File: src/hdl/amrdf_pkg.sv
`timescale 1ns / 1ps
// Shared types, result codes and the AMR-NB frame size table for the payload deframer.
package amrdf_pkg;

   typedef logic [1:0] status_type;
   typedef logic [3:0] nibble_type;

   localparam status_type ST_SPEECH = 2'd0;
   localparam status_type ST_EMPTY  = 2'd1;
   localparam status_type ST_TRUNC  = 2'd2;
   localparam status_type ST_OVF    = 2'd3;

   typedef struct packed {
      nibble_type ft;
      logic       q;
   } entry_type;

   typedef struct packed {
      status_type status;
      logic [7:0] speech_byte;
      nibble_type frame_index;
      nibble_type frame_type;
      logic       quality;
      nibble_type requested_mode;
      logic       last_of_frame;
      logic       last_result;
   } result_type;

   // speech bits per frame for frame types 0..7
   localparam logic [7:0] MODE_BITS [8] = '{
      8'd95, 8'd103, 8'd118, 8'd134, 8'd148, 8'd159, 8'd204, 8'd244
   };

   localparam logic [7:0] OCTET_MASK = 8'hf8;

   function automatic logic [7:0] frame_len(input logic [2:0] ft, input logic aligned);
      logic [7:0] bits;
      bits = MODE_BITS[ft];
      return aligned ? ((bits + 8'd7) & OCTET_MASK) : bits;
   endfunction

endpackage

File: src/hdl/amrdf_if.sv
`timescale 1ns / 1ps
// Valid/ready channel interfaces for payload octets in and deframed results out.
interface amrdf_req_if;
   logic       valid;
   logic       ready;
   logic [7:0] payload_byte;
   logic       end_of_packet;

   modport source (output valid, payload_byte, end_of_packet, input ready);
   modport sink   (input valid, payload_byte, end_of_packet, output ready);
endinterface

interface amrdf_rsp_if;
   logic                   valid;
   logic                   ready;
   amrdf_pkg::status_type  status;
   logic [7:0]             speech_byte;
   amrdf_pkg::nibble_type  frame_index;
   amrdf_pkg::nibble_type  frame_type;
   logic                   quality;
   amrdf_pkg::nibble_type  requested_mode;
   logic                   last_of_frame;
   logic                   last_result;

   modport source (output valid, status, speech_byte, frame_index, frame_type, quality,
                   requested_mode, last_of_frame, last_result, input ready);
   modport sink   (input valid, status, speech_byte, frame_index, frame_type, quality,
                   requested_mode, last_of_frame, last_result, output ready);
endinterface

File: src/hdl/amr_rtp_payload_deframer_core.sv
`timescale 1ns / 1ps
// AMR-NB RTP payload deframer: CMR/TOC parser, entry table memory and speech byte output.
//
// req_if carries one payload octet per beat plus an end-of-packet flag. rsp_if returns
// result beats: speech bytes, empty-frame markers, truncation and table overflow flags,
// each tagged with frame index, FT, Q and the packet's CMR. csr_wr_en/csr_wr_data set
// octet-aligned (1) or bandwidth-efficient (0) mode; write it only while the block is idle.
// A result passes through a hold stage, then an output register, on its way to rsp_if.
// Inside a speech frame one octet is taken per cycle while the output is not stalled. The
// table-of-contents entries sit in a synchronous RAM with one write and one read port and
// a registered read. Each frame start, each empty frame, each further TOC entry inside an
// octet and the end of a packet take a parse step of their own, with req_if.ready low.
// Reset clears the parser to expect a CMR, selects octet-aligned mode and empties the
// output path; table contents are not cleared and are read only after being written.
// When rsp_if.ready is low the output register and hold stage fill, then req_if.ready
// drops; nothing is lost or reordered.
module amr_rtp_payload_deframer_core #(
   parameter int MAX_FRAMES = 16
) (
   input  logic        clock,
   input  logic        reset,
   amrdf_req_if.sink   req_if,
   amrdf_rsp_if.source rsp_if,
   input  logic        csr_wr_en,
   input  logic        csr_wr_data
);

   localparam int CW = $clog2(MAX_FRAMES + 1);
   localparam int IW = (MAX_FRAMES > 1) ? $clog2(MAX_FRAMES) : 1;
   localparam logic [CW-1:0] MAX_CNT = CW'(MAX_FRAMES);

   localparam logic [2:0] PH_CMR    = 3'd0;
   localparam logic [2:0] PH_TOC    = 3'd1;
   localparam logic [2:0] PH_SPEECH = 3'd2;
   localparam logic [2:0] PH_DRAIN  = 3'd3;
   localparam logic [2:0] PH_START  = 3'd4;

   localparam logic [1:0] SQ_IDLE = 2'd0;
   localparam logic [1:0] SQ_LOOP = 2'd1;
   localparam logic [1:0] SQ_EOP  = 2'd2;

   logic [1:0]             seq_ff, seq_in;
   logic                   eop_ff, eop_in;
   logic                   aligned_ff, aligned_in;
   logic [15:0]            acc_ff, acc_in;
   logic [4:0]             nbits_ff, nbits_in;
   logic [2:0]             phase_ff, phase_in;
   amrdf_pkg::nibble_type  mode_ff, mode_in;
   logic [CW-1:0]          count_ff, count_in;
   logic [CW-1:0]          cf_ff, cf_in;
   logic [7:0]             left_ff, left_in;
   logic                   h_valid_ff, h_valid_in;
   logic                   h_closed_ff, h_closed_in;
   amrdf_pkg::result_type  h_data_ff, h_data_in;
   logic                   o_valid_ff, o_valid_in;
   amrdf_pkg::result_type  o_data_ff, o_data_in;
   logic                   fwd_hit_ff, fwd_hit_in;
   amrdf_pkg::entry_type   fwd_data_ff, fwd_data_in;
   amrdf_pkg::entry_type   rd_data_ff;

   amrdf_pkg::entry_type   entry_mem [MAX_FRAMES];

   logic                   o_free, accept, eop_now, step_go, apply, h_move;
   logic [15:0]            va;
   logic [4:0]             vn;
   amrdf_pkg::entry_type   entry_cur;
   logic [3:0]             need_cmr, need_toc, spk, k_take, nk;
   logic [4:0]             tk_rest;
   logic [7:0]             tk_val, toc_v;
   logic [15:0]            tk_acc;
   logic [IW-1:0]          wr_addr, rd_addr;
   amrdf_pkg::entry_type   wr_data;
   logic                   mem_we;

   logic [15:0]            s_acc;
   logic [4:0]             s_nbits;
   logic [2:0]             s_phase;
   amrdf_pkg::nibble_type  s_mode;
   logic [CW-1:0]          s_count, s_cf;
   logic [7:0]             s_left;
   logic                   s_emit, s_we, s_done, s_last;
   amrdf_pkg::result_type  s_res;

   // ---------------- front end ----------------
   assign o_free       = !o_valid_ff || rsp_if.ready;
   assign req_if.ready = (seq_ff == SQ_IDLE) && (!h_valid_ff || o_free);
   assign accept       = req_if.valid && req_if.ready;
   assign eop_now      = (seq_ff == SQ_IDLE) ? req_if.end_of_packet : eop_ff;
   assign va           = (seq_ff == SQ_IDLE) ? {acc_ff[7:0], req_if.payload_byte} : acc_ff;
   assign vn           = (seq_ff == SQ_IDLE) ? (nbits_ff + 5'd8) : nbits_ff;
   assign entry_cur    = fwd_hit_ff ? fwd_data_ff : rd_data_ff;

   // ---------------- bit extraction ----------------
   assign need_cmr = aligned_ff ? 4'd8 : 4'd4;
   assign need_toc = aligned_ff ? 4'd8 : 4'd6;
   assign spk      = (left_ff >= 8'd8) ? 4'd8 : left_ff[3:0];

   always_comb begin
      unique case (phase_ff)
         PH_CMR:  k_take = need_cmr;
         PH_TOC:  k_take = need_toc;
         default: k_take = spk;
      endcase
   end

   assign tk_rest = vn - {1'b0, k_take};
   assign tk_val  = 8'(va >> tk_rest) & 8'((9'd1 << k_take) - 9'd1);
   assign tk_acc  = va & 16'((17'd1 << tk_rest) - 17'd1);
   assign toc_v   = aligned_ff ? tk_val : {tk_val[5:0], 2'b00};

   // ---------------- one parse step ----------------
   always_comb begin
      s_acc   = va;
      s_nbits = vn;
      s_phase = phase_ff;
      s_mode  = mode_ff;
      s_count = count_ff;
      s_cf    = cf_ff;
      s_left  = left_ff;
      s_emit  = 1'b0;
      s_we    = 1'b0;
      s_done  = 1'b0;
      s_last  = 1'b0;
      nk      = 4'd0;
      s_res   = '0;
      s_res.requested_mode = mode_ff;
      if (seq_ff == SQ_EOP) begin
         s_acc   = '0;
         s_nbits = '0;
         s_phase = PH_CMR;
         s_count = '0;
         s_cf    = '0;
         s_left  = '0;
         s_done  = 1'b1;
         s_last  = 1'b1;
         if (phase_ff != PH_DRAIN) begin
            s_emit       = 1'b1;
            s_res.status = amrdf_pkg::ST_TRUNC;
            if (phase_ff == PH_SPEECH) begin
               s_res.frame_index = 4'(cf_ff);
               s_res.frame_type  = entry_cur.ft;
               s_res.quality     = entry_cur.q;
            end else begin
               s_res.frame_index = 4'(count_ff);
            end
            s_res.last_result = 1'b1;
         end
      end else begin
         unique case (phase_ff)
            PH_CMR: begin
               s_acc   = tk_acc;
               s_nbits = tk_rest;
               s_mode  = aligned_ff ? tk_val[7:4] : tk_val[3:0];
               s_phase = PH_TOC;
            end
            PH_TOC: begin
               s_acc   = tk_acc;
               s_nbits = tk_rest;
               if (count_ff >= MAX_CNT) begin
                  s_emit            = 1'b1;
                  s_res.status      = amrdf_pkg::ST_OVF;
                  s_res.frame_index = 4'(count_ff);
                  s_res.frame_type  = toc_v[6:3];
                  s_res.quality     = toc_v[2];
                  s_phase           = PH_DRAIN;
               end else begin
                  s_we    = 1'b1;
                  s_count = count_ff + CW'(1);
                  if (!toc_v[7]) begin
                     s_cf    = '0;
                     s_phase = PH_START;
                  end
               end
            end
            PH_SPEECH: begin
               s_acc               = tk_acc;
               s_nbits             = tk_rest;
               s_left              = left_ff - {4'd0, spk};
               s_emit              = 1'b1;
               s_res.status        = amrdf_pkg::ST_SPEECH;
               s_res.speech_byte   = 8'(tk_val << (4'd8 - spk));
               s_res.frame_index   = 4'(cf_ff);
               s_res.frame_type    = entry_cur.ft;
               s_res.quality       = entry_cur.q;
               s_res.last_of_frame = (s_left == 8'd0);
               if (s_left == 8'd0) begin
                  s_cf    = cf_ff + CW'(1);
                  s_phase = PH_START;
               end
            end
            PH_START: begin
               if (cf_ff < count_ff) begin
                  if (!entry_cur.ft[3]) begin
                     s_left  = amrdf_pkg::frame_len(entry_cur.ft[2:0], aligned_ff);
                     s_phase = PH_SPEECH;
                  end else begin
                     s_emit              = 1'b1;
                     s_res.status        = amrdf_pkg::ST_EMPTY;
                     s_res.frame_index   = 4'(cf_ff);
                     s_res.frame_type    = entry_cur.ft;
                     s_res.quality       = entry_cur.q;
                     s_res.last_of_frame = 1'b1;
                     s_cf                = cf_ff + CW'(1);
                  end
               end else begin
                  s_left  = '0;
                  s_phase = PH_DRAIN;
               end
            end
            default: begin
               s_phase = PH_DRAIN;
            end
         endcase
         if (s_phase == PH_DRAIN) begin
            s_acc   = '0;
            s_nbits = '0;
         end
         // does the following step of this beat run out of bits?
         nk = (s_left >= 8'd8) ? 4'd8 : s_left[3:0];
         unique case (s_phase)
            PH_DRAIN: s_done = 1'b1;
            PH_START: s_done = 1'b0;
            PH_CMR:   s_done = s_nbits < {1'b0, need_cmr};
            PH_TOC:   s_done = s_nbits < {1'b0, need_toc};
            default:  s_done = s_nbits < {1'b0, nk};
         endcase
         s_last            = s_done && !(eop_now && (s_phase != PH_DRAIN));
         s_res.last_result = s_last;
      end
   end

   assign step_go = !(s_emit && h_valid_ff && !o_free);
   assign apply   = step_go && ((seq_ff == SQ_LOOP) || (seq_ff == SQ_EOP) || accept);
   assign h_move  = h_valid_ff && o_free && (h_closed_ff || (apply && s_emit));

   // ---------------- next state ----------------
   always_comb begin
      seq_in     = seq_ff;
      eop_in     = eop_ff;
      aligned_in = aligned_ff;
      acc_in     = acc_ff;
      nbits_in   = nbits_ff;
      phase_in   = phase_ff;
      mode_in    = mode_ff;
      count_in   = count_ff;
      cf_in      = cf_ff;
      left_in    = left_ff;
      if (csr_wr_en) begin
         aligned_in = csr_wr_data;
      end
      if (accept) begin
         eop_in = req_if.end_of_packet;
      end
      if (apply) begin
         acc_in   = s_acc;
         nbits_in = s_nbits;
         phase_in = s_phase;
         mode_in  = s_mode;
         count_in = s_count;
         cf_in    = s_cf;
         left_in  = s_left;
         if (!s_done) begin
            seq_in = SQ_LOOP;
         end else if (eop_now && (seq_ff != SQ_EOP)) begin
            seq_in = SQ_EOP;
         end else begin
            seq_in = SQ_IDLE;
         end
      end
   end

   // hold stage: a result waits here until its last_result flag is known
   always_comb begin
      h_valid_in  = h_valid_ff;
      h_closed_in = h_closed_ff;
      h_data_in   = h_data_ff;
      if (apply && s_emit) begin
         h_valid_in  = 1'b1;
         h_closed_in = s_done;
         h_data_in   = s_res;
      end else if (h_move) begin
         h_valid_in = 1'b0;
      end else if (apply && s_done && h_valid_ff && !h_closed_ff) begin
         h_closed_in           = 1'b1;
         h_data_in.last_result = s_last;
      end
   end

   always_comb begin
      o_valid_in = o_valid_ff;
      o_data_in  = o_data_ff;
      if (o_free) begin
         o_valid_in = h_move;
      end
      if (h_move) begin
         o_data_in = h_data_ff;
      end
   end

   // ---------------- entry table ----------------
   assign mem_we      = apply && s_we;
   assign wr_addr     = count_ff[IW-1:0];
   assign wr_data     = '{ft: toc_v[6:3], q: toc_v[2]};
   assign rd_addr     = cf_in[IW-1:0];
   assign fwd_hit_in  = mem_we && (wr_addr == rd_addr);
   assign fwd_data_in = wr_data;

   always_ff @(posedge clock) begin
      if (mem_we) begin
         entry_mem[wr_addr] <= wr_data;
      end
      rd_data_ff <= entry_mem[rd_addr];
   end

   // ---------------- registers ----------------
   always_ff @(posedge clock) begin
      if (reset) begin
         seq_ff      <= SQ_IDLE;
         eop_ff      <= 1'b0;
         aligned_ff  <= 1'b1;
         acc_ff      <= '0;
         nbits_ff    <= '0;
         phase_ff    <= PH_CMR;
         mode_ff     <= '0;
         count_ff    <= '0;
         cf_ff       <= '0;
         left_ff     <= '0;
         h_valid_ff  <= 1'b0;
         h_closed_ff <= 1'b0;
         o_valid_ff  <= 1'b0;
         fwd_hit_ff  <= 1'b0;
      end else begin
         seq_ff      <= seq_in;
         eop_ff      <= eop_in;
         aligned_ff  <= aligned_in;
         acc_ff      <= acc_in;
         nbits_ff    <= nbits_in;
         phase_ff    <= phase_in;
         mode_ff     <= mode_in;
         count_ff    <= count_in;
         cf_ff       <= cf_in;
         left_ff     <= left_in;
         h_valid_ff  <= h_valid_in;
         h_closed_ff <= h_closed_in;
         o_valid_ff  <= o_valid_in;
         fwd_hit_ff  <= fwd_hit_in;
      end
   end

   always_ff @(posedge clock) begin
      h_data_ff   <= h_data_in;
      o_data_ff   <= o_data_in;
      fwd_data_ff <= fwd_data_in;
   end

   // ---------------- result port ----------------
   assign rsp_if.valid          = o_valid_ff;
   assign rsp_if.status         = o_data_ff.status;
   assign rsp_if.speech_byte    = o_data_ff.speech_byte;
   assign rsp_if.frame_index    = o_data_ff.frame_index;
   assign rsp_if.frame_type     = o_data_ff.frame_type;
   assign rsp_if.quality        = o_data_ff.quality;
   assign rsp_if.requested_mode = o_data_ff.requested_mode;
   assign rsp_if.last_of_frame  = o_data_ff.last_of_frame;
   assign rsp_if.last_result    = o_data_ff.last_result;

   // ---------------- checks ----------------
   a_speech_live: assert property (@(posedge clock) disable iff (reset)
      (phase_ff == PH_SPEECH) |-> ((left_ff != 8'd0) && (cf_ff < count_ff)))
      else $error("speech phase without bits left or without a table entry");

   a_hold_no_overrun: assert property (@(posedge clock) disable iff (reset)
      (h_valid_ff && !o_free) |-> !(apply && s_emit))
      else $error("new result written over a blocked hold stage");

   a_eop_clears: assert property (@(posedge clock) disable iff (reset)
      ((seq_ff == SQ_EOP) && apply) |=>
         ((seq_ff == SQ_IDLE) && (phase_ff == PH_CMR) && (count_ff == '0) && (nbits_ff == '0)))
      else $error("end of packet did not return the parser to its start");

   a_flag_lof: assert property (@(posedge clock) disable iff (reset)
      (rsp_if.valid && ((rsp_if.status == amrdf_pkg::ST_TRUNC) ||
                        (rsp_if.status == amrdf_pkg::ST_OVF))) |-> !rsp_if.last_of_frame)
      else $error("error beat marked as end of frame");

endmodule

File: src/flat_wrapper.sv
// flat-port wrapper written by rule: the top's interface ports become plain ports
module amr_rtp_payload_deframer_core_flat 
#(
   parameter int MAX_FRAMES = 16
)
  (clock, reset, csr_wr_en, csr_wr_data, req_if_valid, req_if_payload_byte, req_if_end_of_packet, req_if_ready, rsp_if_valid, rsp_if_status, rsp_if_speech_byte, rsp_if_frame_index, rsp_if_frame_type, rsp_if_quality, rsp_if_requested_mode, rsp_if_last_of_frame, rsp_if_last_result, rsp_if_ready);
  amrdf_req_if req_if_i ();
  amrdf_rsp_if rsp_if_i ();
  input  logic clock;
  input  logic reset;
  input  logic csr_wr_en;
  input  logic csr_wr_data;
  input wire logic [$bits(req_if_i.valid)-1:0] req_if_valid;
  input wire logic [$bits(req_if_i.payload_byte)-1:0] req_if_payload_byte;
  input wire logic [$bits(req_if_i.end_of_packet)-1:0] req_if_end_of_packet;
  output wire logic [$bits(req_if_i.ready)-1:0] req_if_ready;
  output wire logic [$bits(rsp_if_i.valid)-1:0] rsp_if_valid;
  output wire logic [$bits(rsp_if_i.status)-1:0] rsp_if_status;
  output wire logic [$bits(rsp_if_i.speech_byte)-1:0] rsp_if_speech_byte;
  output wire logic [$bits(rsp_if_i.frame_index)-1:0] rsp_if_frame_index;
  output wire logic [$bits(rsp_if_i.frame_type)-1:0] rsp_if_frame_type;
  output wire logic [$bits(rsp_if_i.quality)-1:0] rsp_if_quality;
  output wire logic [$bits(rsp_if_i.requested_mode)-1:0] rsp_if_requested_mode;
  output wire logic [$bits(rsp_if_i.last_of_frame)-1:0] rsp_if_last_of_frame;
  output wire logic [$bits(rsp_if_i.last_result)-1:0] rsp_if_last_result;
  input wire logic [$bits(rsp_if_i.ready)-1:0] rsp_if_ready;
  assign req_if_i.valid = req_if_valid;
  assign req_if_i.payload_byte = req_if_payload_byte;
  assign req_if_i.end_of_packet = req_if_end_of_packet;
  assign req_if_ready = req_if_i.ready;
  assign rsp_if_valid = rsp_if_i.valid;
  assign rsp_if_status = rsp_if_i.status;
  assign rsp_if_speech_byte = rsp_if_i.speech_byte;
  assign rsp_if_frame_index = rsp_if_i.frame_index;
  assign rsp_if_frame_type = rsp_if_i.frame_type;
  assign rsp_if_quality = rsp_if_i.quality;
  assign rsp_if_requested_mode = rsp_if_i.requested_mode;
  assign rsp_if_last_of_frame = rsp_if_i.last_of_frame;
  assign rsp_if_last_result = rsp_if_i.last_result;
  assign rsp_if_i.ready = rsp_if_ready;
  amr_rtp_payload_deframer_core #(.MAX_FRAMES(MAX_FRAMES)) u_core (.clock(clock), .reset(reset), .req_if(req_if_i), .rsp_if(rsp_if_i), .csr_wr_en(csr_wr_en), .csr_wr_data(csr_wr_data));
endmodule
File: config.mk
export PLATFORM = sky130hd
export DESIGN_NAME = amr_rtp_payload_deframer_core_flat
export DESIGN_NICKNAME = d
export VERILOG_FILES = /design/src/hdl/amrdf_pkg.sv /design/src/hdl/amrdf_if.sv /design/src/hdl/amr_rtp_payload_deframer_core.sv /design/src/flat_wrapper.sv
export SDC_FILE = /design/constraint.sdc
export NUM_CORES = 1
export LEC_CHECK = 0
export BUFFER_PORTS_ARGS = -buffer_cell sky130_fd_sc_hd__buf_2
export CAP_MARGIN = 20
export CORE_MARGIN = 4
export CORE_UTILIZATION = 40
export DETAILED_ROUTE_END_ITERATION = 8
export GPL_TIMING_DRIVEN = 0
export SLEW_MARGIN = 20
export SYNTH_ARGS = -nofsm -noshare
export SYNTH_HDL_FRONTEND = slang
export SYNTH_SLANG_ARGS = --single-unit
export TNS_END_PERCENT = 10
File: constraint.sdc
create_clock -name clock -period 6.9 [get_ports clock]
set_input_delay 0.69 -clock clock [delete_from_list [all_inputs] [get_ports clock]]
set_output_delay 0.69 -clock clock [all_outputs]
set_load 0.01 [all_outputs]
==> impl.org, run 1 <==
** Worst setup path
- The cell family contributing the most delay on the critical path is simple AND/OR/NAND/NOR gates.
- The worst setup path is launched from a flop.
- R2r startpoint :: u_core.left_ff[6]
- In this run the register-to-register setup slack is 0.71 ns.
- Critical Path End Type :: flop
- Data on the critical path is required at its endpoint by 7.03 ns.
- Along the worst path, the maximum fanout reaches 10.
- For the worst setup path, the data arrival time is approximately 6.3 ns.
- Walking the worst path, the cells encountered are clkbuf_1 -> or3_1 -> clkbuf_1 -> nor3_2 -> nand2b_1 -> ha_1 -> or3b_2 -> o221ai_1 -> nand3_1 -> a221oi_1 -> nor2_1 -> a21oi_1 -> ha_1 -> a21oi_1 -> and3_1 -> a31oi_1 -> o22ai_1 -> a31o_2 -> nor2_1 -> o31ai_1.
- The slowest stage of the critical path belongs to the cell a221oi_1.
- R2R cell count :: 20
- Buf/Inv on CP :: 2
- Category of the most critical setup path :: reg2reg
- Max stage delay on crit path :: ~0.65 ns
- Worst R2R End :: u_core.h_data_ff[0]

** Routing
- The pre-antenna-repair detailed-routing pass consisted of 5 iterations.
- In the final routed layout, each cell accounts on average for 20.65 um.
- The count of nets left with antenna violations once routing finished came out at 0.
- Remaining routing DRC violations :: 0
- Vias per cell :: ~6
- The final layout contains routed wiring with a total length of around 33 mm.
- DRC marker count from the first detailed-route iteration :: slightly below 1,000
- Across all layers, the routed design uses 9,541 vias.

** STA
- The worst pin sits at a relative slew slack of about a third.
- The final number of hold-violating endpoints came to 0.
- Setup tns final :: 0 ns
- Setup violations remaining at the end of the flow were counted as 0.
- On the final layout, the worst clock skew is 0.01761 ns.
- Setup repair after global routing missed its margin :: no
- Time the final worst path needs with I/O delays and setup :: just over 6 ns
- For the pin with the worst max-slew slack, the measured transition is a little under 1 ns.
- Derived from the worst setup path, the maximum achievable clock frequency is roughly 160 MHz.
- The tightest hold path in the finished design has a slack of approximately 0.42 ns.
- Period utilization :: roughly nine tenths
- The number of pins with negative max-slew slack in the final report is 0.

** Hold path
- Counting instances, the worst hold path has a depth of 0.
- Hold-critical path endpoint :: u_core.rsp_if.frame_index[0]
- Classification of the worst-slack hold path :: reg2reg
- The startpoint identified for the worst hold timing path is u_core.h_data_ff[11].

** Global routing
- The first global-routing pass estimated 50.88 mm of wire.
- The initial antenna violation count came to 0.
- Aggregate global routing overflow :: 0
- Entering global routing, the biggest net connects 26 pins.
- Number of global-route vias before repair :: 8,802
- In the global route stage, overall resource usage came out at around a fifth.

** Power
- Dividing total power by cell area gives a power density of between 400 and 500 mW/mm^2.
- The worst-case IR drop observed on VDD is roughly 0.26 mV.
- In this run the static leakage power is 4.404 nW.

** Placed design
- Half-perimeter wire length after placement :: 24.32 mm
- Final Wtd Congestion :: slightly below 1
- Port buffering added 40 buffers.

** Floorplanning
- Starting Density :: 40.54%
- From left edge to right edge, the die measures about 180 um.
- In this run the core area contains slightly above 60 standard-cell rows.
- The die covers roughly 0.031 mm^2.
- Chip height :: around 180 um
- The total area inside the core boundary comes to approximately 0.028 mm^2.
- IO Pins :: 42

** Cells and area
- Fraction of final layout cells sized beyond drive strength 1 :: a little over an eighth
- Layout filler cell count :: approximately 2,700
- Nets@finish :: about 1,200
- Registers take 0.005185 mm^2.
- P&R area growth vs syn :: 12.04%
- Multi-input gate area in the final layout :: about 0.0057 mm^2
- The repair_antennas step left the layout with diodes totalling 0.

** Synthesis
- By count the netlist is led by edfxtp_1, nor2_1, a21oi_1.
- Post-synthesis net count :: between 1,000 and 1,500
- Area contributors post-synth :: edfxtp_1, dfxtp_1, mux2i_1
- For this run, the number of Yosys warnings is 0.
- In this run, distinct cell masters in the synthesized netlist total 95.
- edfxtp_1 takes more of the synthesized area than any other cell.
- Of all flip-flops after synthesis, the portion carrying an async set or reset was 0%.
- Number of instances in the synthesized netlist :: around 1,100
- Summing every instance area after synthesis gives between 0.01 and 0.015 mm^2.
- Fraction of post-synthesis cell area in the top cell type by area :: between 30% and 40%
- Most common cell in the netlist :: edfxtp_1
- In this run, synthesis produced a sequential element count of 194.
- For this run, the register share of the synthesized area comes to 46.03%.
- Among all flip-flop cells after synthesis, the most frequent one is edfxtp_1.
- Yosys mapped a number of flops with a built-in enable equal to 130.
- A synthesized cell averages roughly 10 um^2.

** Clocking
- Clk Tree Root Cell :: clkbuf_16
- Latest clock arrival within the worst-skew pair :: between 0.4 and 0.5 ns
- Hold Buf Count CTS :: 0
- Clock tree synthesis inserted a total of 17 buffers.
- TritonCTS built the clock tree.
- Largest buffer count on any clock path :: 2
- Clock transition at the registers of the reported paths :: about 0.080 ns
- Clock H-tree levels :: 4
- Num Clock Sinks :: around 190

** Status
- Result of the run :: complete, no violations

** Flow run
- The tool flagged a number of max-cap violations equal to 0.
where the power goes:
part	internal (mW)	leakage, nW	switching (mW)
clock	0.480	0.268	0.490
sequential	1.61	1.71	0.0734
combinational	1.13	2.42	2.40
total	3.22	4.40	2.96
worst reg2reg max path, delay by kind of cell, from the launching register on:
family / cells / cell delay (ns)
and+or+nand+nor: 8 / 2.30
AOI/OAI and AO/OA: 8 / 2.29
adders and majority gates: 2 / 0.60
buffers and inverters: 2 / 0.40
DFF: 1 / 0.30
cell usage in the layout, fill, tap and decap left out, drive strengths merged, types with 7 or more instances in the layout:
cell type / synthesis / routed
a211oi: 16 / 16
a21boi: 10 / 10
a21oi: 89 / 89
a221oi: 7 / 7
a22oi: 21 / 21
a31oi: 11 / 11
a32oi: 7 / 7
and2: 12 / 12
and3: 13 / 13
buf: 22 / 68
clkbuf: 54 / 72
dfxtp: 64 / 64
edfxtp: 130 / 130
ha: 30 / 30
inv: 27 / 34
mux2: 23 / 23
mux2i: 48 / 48
mux4: 8 / 8
nand2: 82 / 82
nand2b: 8 / 8
nand3: 39 / 39
nand4: 10 / 10
nor2: 116 / 116
nor3: 31 / 31
o211ai: 29 / 29
o21a: 7 / 7
o21ai: 72 / 72
o22ai: 15 / 15
o31ai: 8 / 8
or3: 9 / 9
xnor2: 9 / 9
worst max path at each step:
stage                           start                endpoint  slack (ns)  depth (start not counted)
finish              u_core.left_ff[6]     u_core.h_data_ff[0]        0.71                         20
global route        u_core.left_ff[6]     u_core.h_data_ff[0]        0.26                         20
CTS                 u_core.left_ff[6]     u_core.h_data_ff[0]        0.50                         20
detailed placement  u_core.left_ff[6]     u_core.h_data_ff[0]        0.57                         20
global placement     u_core.seq_ff[0]  u_core.entry_mem[8][2]        0.01                         15
floorplan           u_core.left_ff[6]     u_core.h_data_ff[0]        1.79                         20
metal layers:
layer	share of wire, %	global-route usage (%)	wire, um	up-vias
met5	0	0	0	-
met3	7.3	4.003	2390	51
li1	-	-	-	4492
met1	47	31.28	15600	4588
met4	2.2	6.010	738	0
met2	43	31.34	14170	410
per-stage QoR:
stage	cells	power, mW	utilization, %	worst slack [ns]	instance area, um^2
CTS	1591	6.110	45.33	0.5000	12590
global route	1593	6.571	45.42	0.2645	12620
global placement	1556	5.039	42.97	0.01205	11940
floorplan	1138	4.019	-	1.788	11260
detailed placement	1560	5.138	43.29	0.5709	12030
finish	1593	6.179	45.42	0.7099	12620
flip-flops by register name (all words and copies together), names as in the netlist, 5 cells and up:
register and cells:
u_core.h_data_ff 25, u_core.rsp_if.speech_byte 8, u_core.left_ff 8, u_core.rd_data_ff 5
u_core.count_ff 5, u_core.entry_mem 80, u_core.nbits_ff 5, u_core.acc_ff 16
u_core.cf_ff 5, u_core.fwd_data_ff 5
repair_timing:
action                                  4_1_cts  5_1_grt
endpoints found under the setup margin        0        1
setup buffers                                 0        0
gates resized for setup                       0        1
kinds of logic after synthesis:
logic type	synth area share, %
AO/OA/AOI/OAI	21.74
AND/OR/NAND/NOR	15.43
flip-flops	46.03
buffers and inverters	3.999
multiplexers	8.343
adder cells (fa/ha/maj)	3.333
XOR/XNOR	1.089
other	0.03329
cell type report:
cell class	instances	share of cell area, %
Buffer	76	2.707
Clock buffer	18	3.401
Clock inverter	13	1.091
Inverter	29	0.8626
Multi-Input combinational cell	839	44.93
Sequential cell	194	41.09
Tap cell	378	3.748
Timing Repair Buffer	46	2.171
Note: power is estimated with default switching activity, not from simulation.
==> inputs of run 2 (changes only) <==
--- a/config.mk
+++ b/config.mk
@@ -7,10 +7,12 @@
 export LEC_CHECK = 0
 export BUFFER_PORTS_ARGS = -buffer_cell sky130_fd_sc_hd__buf_2
 export CAP_MARGIN = 20
+export CORE_ASPECT_RATIO = 0.8
 export CORE_MARGIN = 4
 export CORE_UTILIZATION = 40
 export DETAILED_ROUTE_END_ITERATION = 8
 export GPL_TIMING_DRIVEN = 0
+export RECOVER_POWER = 100
 export SLEW_MARGIN = 20
 export SYNTH_ARGS = -nofsm -noshare
 export SYNTH_HDL_FRONTEND = slang
==> run 2 against run 1 <==
The flow now finishes with violations (max-capacitance violations). Sequential cell count is the same. Cell count fell by 1.1%. Combinational power fell by 3%. Critical endpoint is now u_core.rsp_if.speech_byte[0]. Highest routed layer unchanged.
==> impl.org, run 2 (synthesis results as in run 1) <==
** Cells and area
- Layout filler cell count :: 2,634 (-2.3%)
- Number of non-filler instances in the completed layout :: 1,575 (-1.1%)
- Register ranked first by flip-flop count :: u_core.entry_mem
- The top cell types in the final layout, fill and taps aside, are edfxtp_1, nor2_1, a21oi_1.
- Compared with the post-synthesis result, the final layout area differs by 11.04%.
- The total area of multi-input combinational cells is 0.005627 mm^2 (-0.77%).
- The diode insertion count for antenna repair is 0 (unchanged).
- Nets@finish :: 1,243 (-0.40%)
- The largest registers in the layout are u_core.entry_mem x80, u_core.h_data_ff x25, u_core.acc_ff x16.
- Sequential standard cell area :: 0.005185 mm^2 (unchanged)
- The layout cell share with drive strength beyond 1 is 9.827% (-3.3 points).
- The library cell used most frequently in the layout, excluding fill and tap cells, is edfxtp_1.
- Number of flip-flops under the largest register name :: 80 (unchanged)

** STA
- The final number of hold-violating endpoints came to 0 (unchanged).
- Period utilization :: 90.96% (+1.2 points)
- The shortest clock period the worst path allows after layout was 6.276 ns (+0.08596 ns).
- The clock skew after layout came to 0.01718 ns (-0.0004335 ns).
- The maximum achievable frequency is 159.3 MHz (-1.4%).
- The number of pins with negative max-slew slack in the final report came to 0 (unchanged).
- Measured slew at the worst slew-check pin :: 1.483 ns (+0.4931 ns)
- The aggregate negative setup slack came to 0 ns (unchanged).
- Final WS setup :: 0.6240 ns (-0.08596 ns)
- The final number of setup-violating endpoints is 0 (unchanged).
- The headroom to the max-slew limit came to 0.8974% (-32 points).
- Setup repair after global routing missed its margin :: no

** Placed design
- Half-perimeter wire length after placement :: 25.29 mm (+4.0%)
- Placed cells :: 1,543 (-1.1%)
- Final Wtd Congestion :: 0.9834 (+1.2%)
- Total of buffers placed on input and output ports :: 40 (unchanged)
- Setup WS pre-CTS :: 0.5419 ns (-0.02891 ns)

** Power
- The switching part of the total is 48.64% (+0.68 points).
- The part of the total power dissipated in the clock network came to 16.7% (+1.0 points).
- The power per unit of standard cell area is 492.4 mW/mm^2 (+0.56%).
- Part of the power in registers :: 27.4% (+0.2 points)
- The worst ir drop on vdd came to 0.2725 mV (+5.8%).
- The internal power consumption came to 3.163 mW (-1.6%).
- The leakage dissipation was 4.308 nW (-2.2%).
- Net switching component of the power :: 2.995 mW (+1.1%)
- The share of total power in combinational logic came to 55.9% (-1.2 points).

** Clocking
- The maximum clock path buffer count was 2 (unchanged).
- CTS tree :: yes
- The register clock-pin slew on the reported worst setup and hold paths is 0.08 ns (about the same).
- The later-pin clock latency in the skew report is 0.45 ns (about the same).
- Number of gates given a new drive strength after cts :: 0 (unchanged)
- The number of buffers added for setup after CTS is 0 (unchanged).
- Clk Tree Root Cell :: clkbuf_16
- The CTS buffer count was 17 (unchanged).
- Num Clock Sinks :: 194 (unchanged)
- Hold Buf Count CTS :: 0 (unchanged)
- Clock H-tree levels :: 4 (unchanged)

** Hold path
- For hold timing, the worst endpoint is u_core.rsp_if.speech_byte[2].
- Hold Path Cell Cnt :: 0 (unchanged)
- The min-delay analysis places its worst path in the category reg2reg.
- In this run the most critical hold path is launched from u_core.h_data_ff[17].

** Routing
- The number of DRC violations after detailed routing was 0 (unchanged).
- The met1 wire length was 16.95 mm (+8.7%).
- Routed length on met2 :: 13.53 mm (-4.5%)
- DRC marker count from the first detailed-route iteration :: 1,264 (+30%)
- The vias per cell is 6.131 (+2.4%).
- Met3 WL :: 2.917 mm (+22%)
- The overall routed net length came to 33.99 mm (+3.3%).
- The final routed wire length divided by cell count was 21.58 um (+4.5%).
- Signal routing reaches up to met4.
- Antenna violation net count after detailed routing :: 0 (unchanged)
- The total iterations of the first detailed-routing run was 8 (+3).
- The number of vias after detailed routing came to 9,656 (+1.2%).

** Floorplanning
- Num rows :: 54 (-11%)
- The floorplan die area is 0.03092 mm^2 (about the same).
- Chip height :: 158.1 um (-10%)
- Starting Density :: 40.96% (+0.42 points)
- The count of pins on the block boundary came to 42 (unchanged).
- Area inside the core boundary :: 0.02750 mm^2 (-1.0%)
- The die width is 195.6 um (+11%).

** Global routing
- The maximum number of pins on one net before global-route repair was 26 (unchanged).
- Antenna violations before repair :: 0 (unchanged)
- The total overflow reported by the global router is 0 (unchanged).
- Wire length of the first global-routing pass :: 52.41 mm (+3.0%)
- The global-route usage over all layers is 21.74% (+0.70 points).
- Number of global-route vias before repair :: 8,835 (+0.37%)

** Worst setup path
- R2R cell count :: 13 (-35%)
- Arrival time at the worst endpoint :: 6.32 ns (about the same)
- The worst register-to-register path ends at u_core.rsp_if.speech_byte[0].
- Register-to-register path setup slack :: 0.62 ns (-0.09 ns)
- The critical path is of the reg2reg type.
- Launching element type of the critical path :: flop
- The maximum fanout count along the critical path came to 25 (+15).
- Critical Path End Type :: flop
- Critical path required time :: 6.95 ns (-0.08 ns)
- The startpoint identified for the worst register-to-register timing path is u_core.count_ff[2].

** Status
- Violated checks :: max-capacitance violations
- Result of the run :: finished, violations left

** Flow run
- Number of maximum-capacitance constraint violations :: 1 (+1)
[run 2: changes by cell type in the layout (fill, tap and decap cells not counted), sizes merged]
cell / previous run / this run
buf: 68 / 30
clkbuf: 72 / 104
clkinv: 5 / 9
clkinvlp: 3 / 0
inv: 34 / 35
[run 2: worst max-delay path by stage]
| stage | from | to | slack [ns] | cells past startpoint |
|---|---|---|---|---|
| after detailed placement | u_core.left_ff[6] | u_core.h_data_ff[0] | 0.54 | 20 |
| after global placement | u_core.seq_ff[0] | u_core.h_data_ff[8] | 0.25 | 15 |
| after CTS | u_core.left_ff[6] | u_core.h_data_ff[0] | 0.47 | 20 |
| final | u_core.count_ff[2] | u_core.rsp_if.speech_byte[0] | 0.62 | 13 |
| after floorplan | u_core.left_ff[6] | u_core.h_data_ff[0] | 1.79 | 20 |
| after global routing | u_core.aligned_ff | u_core.rd_data_ff[2] | 0.16 | 20 |
[run 2: per-stage QoR]
stage / util, % / area (um^2) / hold slack (ns) / power (mW)
after floorplan: - / 11260 / 0.4003 / 4.019
after global routing: 45.48 / 12510 / 0.4184 / 6.536
final: 45.48 / 12510 / 0.4141 / 6.159
after detailed placement: 43.57 / 11980 / 0.4045 / 5.133
after global placement: 43.34 / 11920 / 0.4007 / 5.047
after CTS: 45.83 / 12600 / 0.4159 / 6.182
[run 2: final cells by class]
cell class                 count  area share (%)
buffer                        76           2.701
multi-input combinational    839           44.99
clock inverter                15           1.571
timing repair buffer          41           1.371
clock buffer                  17           3.401
inverter                      29          0.8703
tap                          364           3.641
sequential                   194           41.46
[run 2: critical path: stages, from the launching register on]
cell and delay, ns:
dfxtp_1 0.34, clkbuf_1 0.43, inv_1 0.24, ha_1 0.36, a21o_1 0.11, a31oi_1 0.10
o21a_1 0.37, o31ai_1 0.53, and2_0 0.29, clkbuf_1 0.47, o21ai_0 0.35, inv_1 0.83
o21ai_0 0.34, nor2_2 1.12
[run 2: per-layer routing]
layer | global-route usage (%) | vias to the layer above
met2 | 29.89 | 433
met1 | 34.08 | 4701
met4 | 5.583 | 0
met5 | 0 | -
met3 | 5.021 | 44
li1 | - | 4478
[run 2: power by group through the flow]
stage / clock, mW / combinational [mW] / sequential [mW]
5_1_grt: 1.10 / 3.74 / 1.70
3_5_place_dp: 0 / 3.43 / 1.71
4_1_cts: 1.05 / 3.45 / 1.68
3_3_place_gp: 0 / 3.33 / 1.72
6_report: 1.03 / 3.44 / 1.69
2_1_floorplan: 0 / 2.34 / 1.68
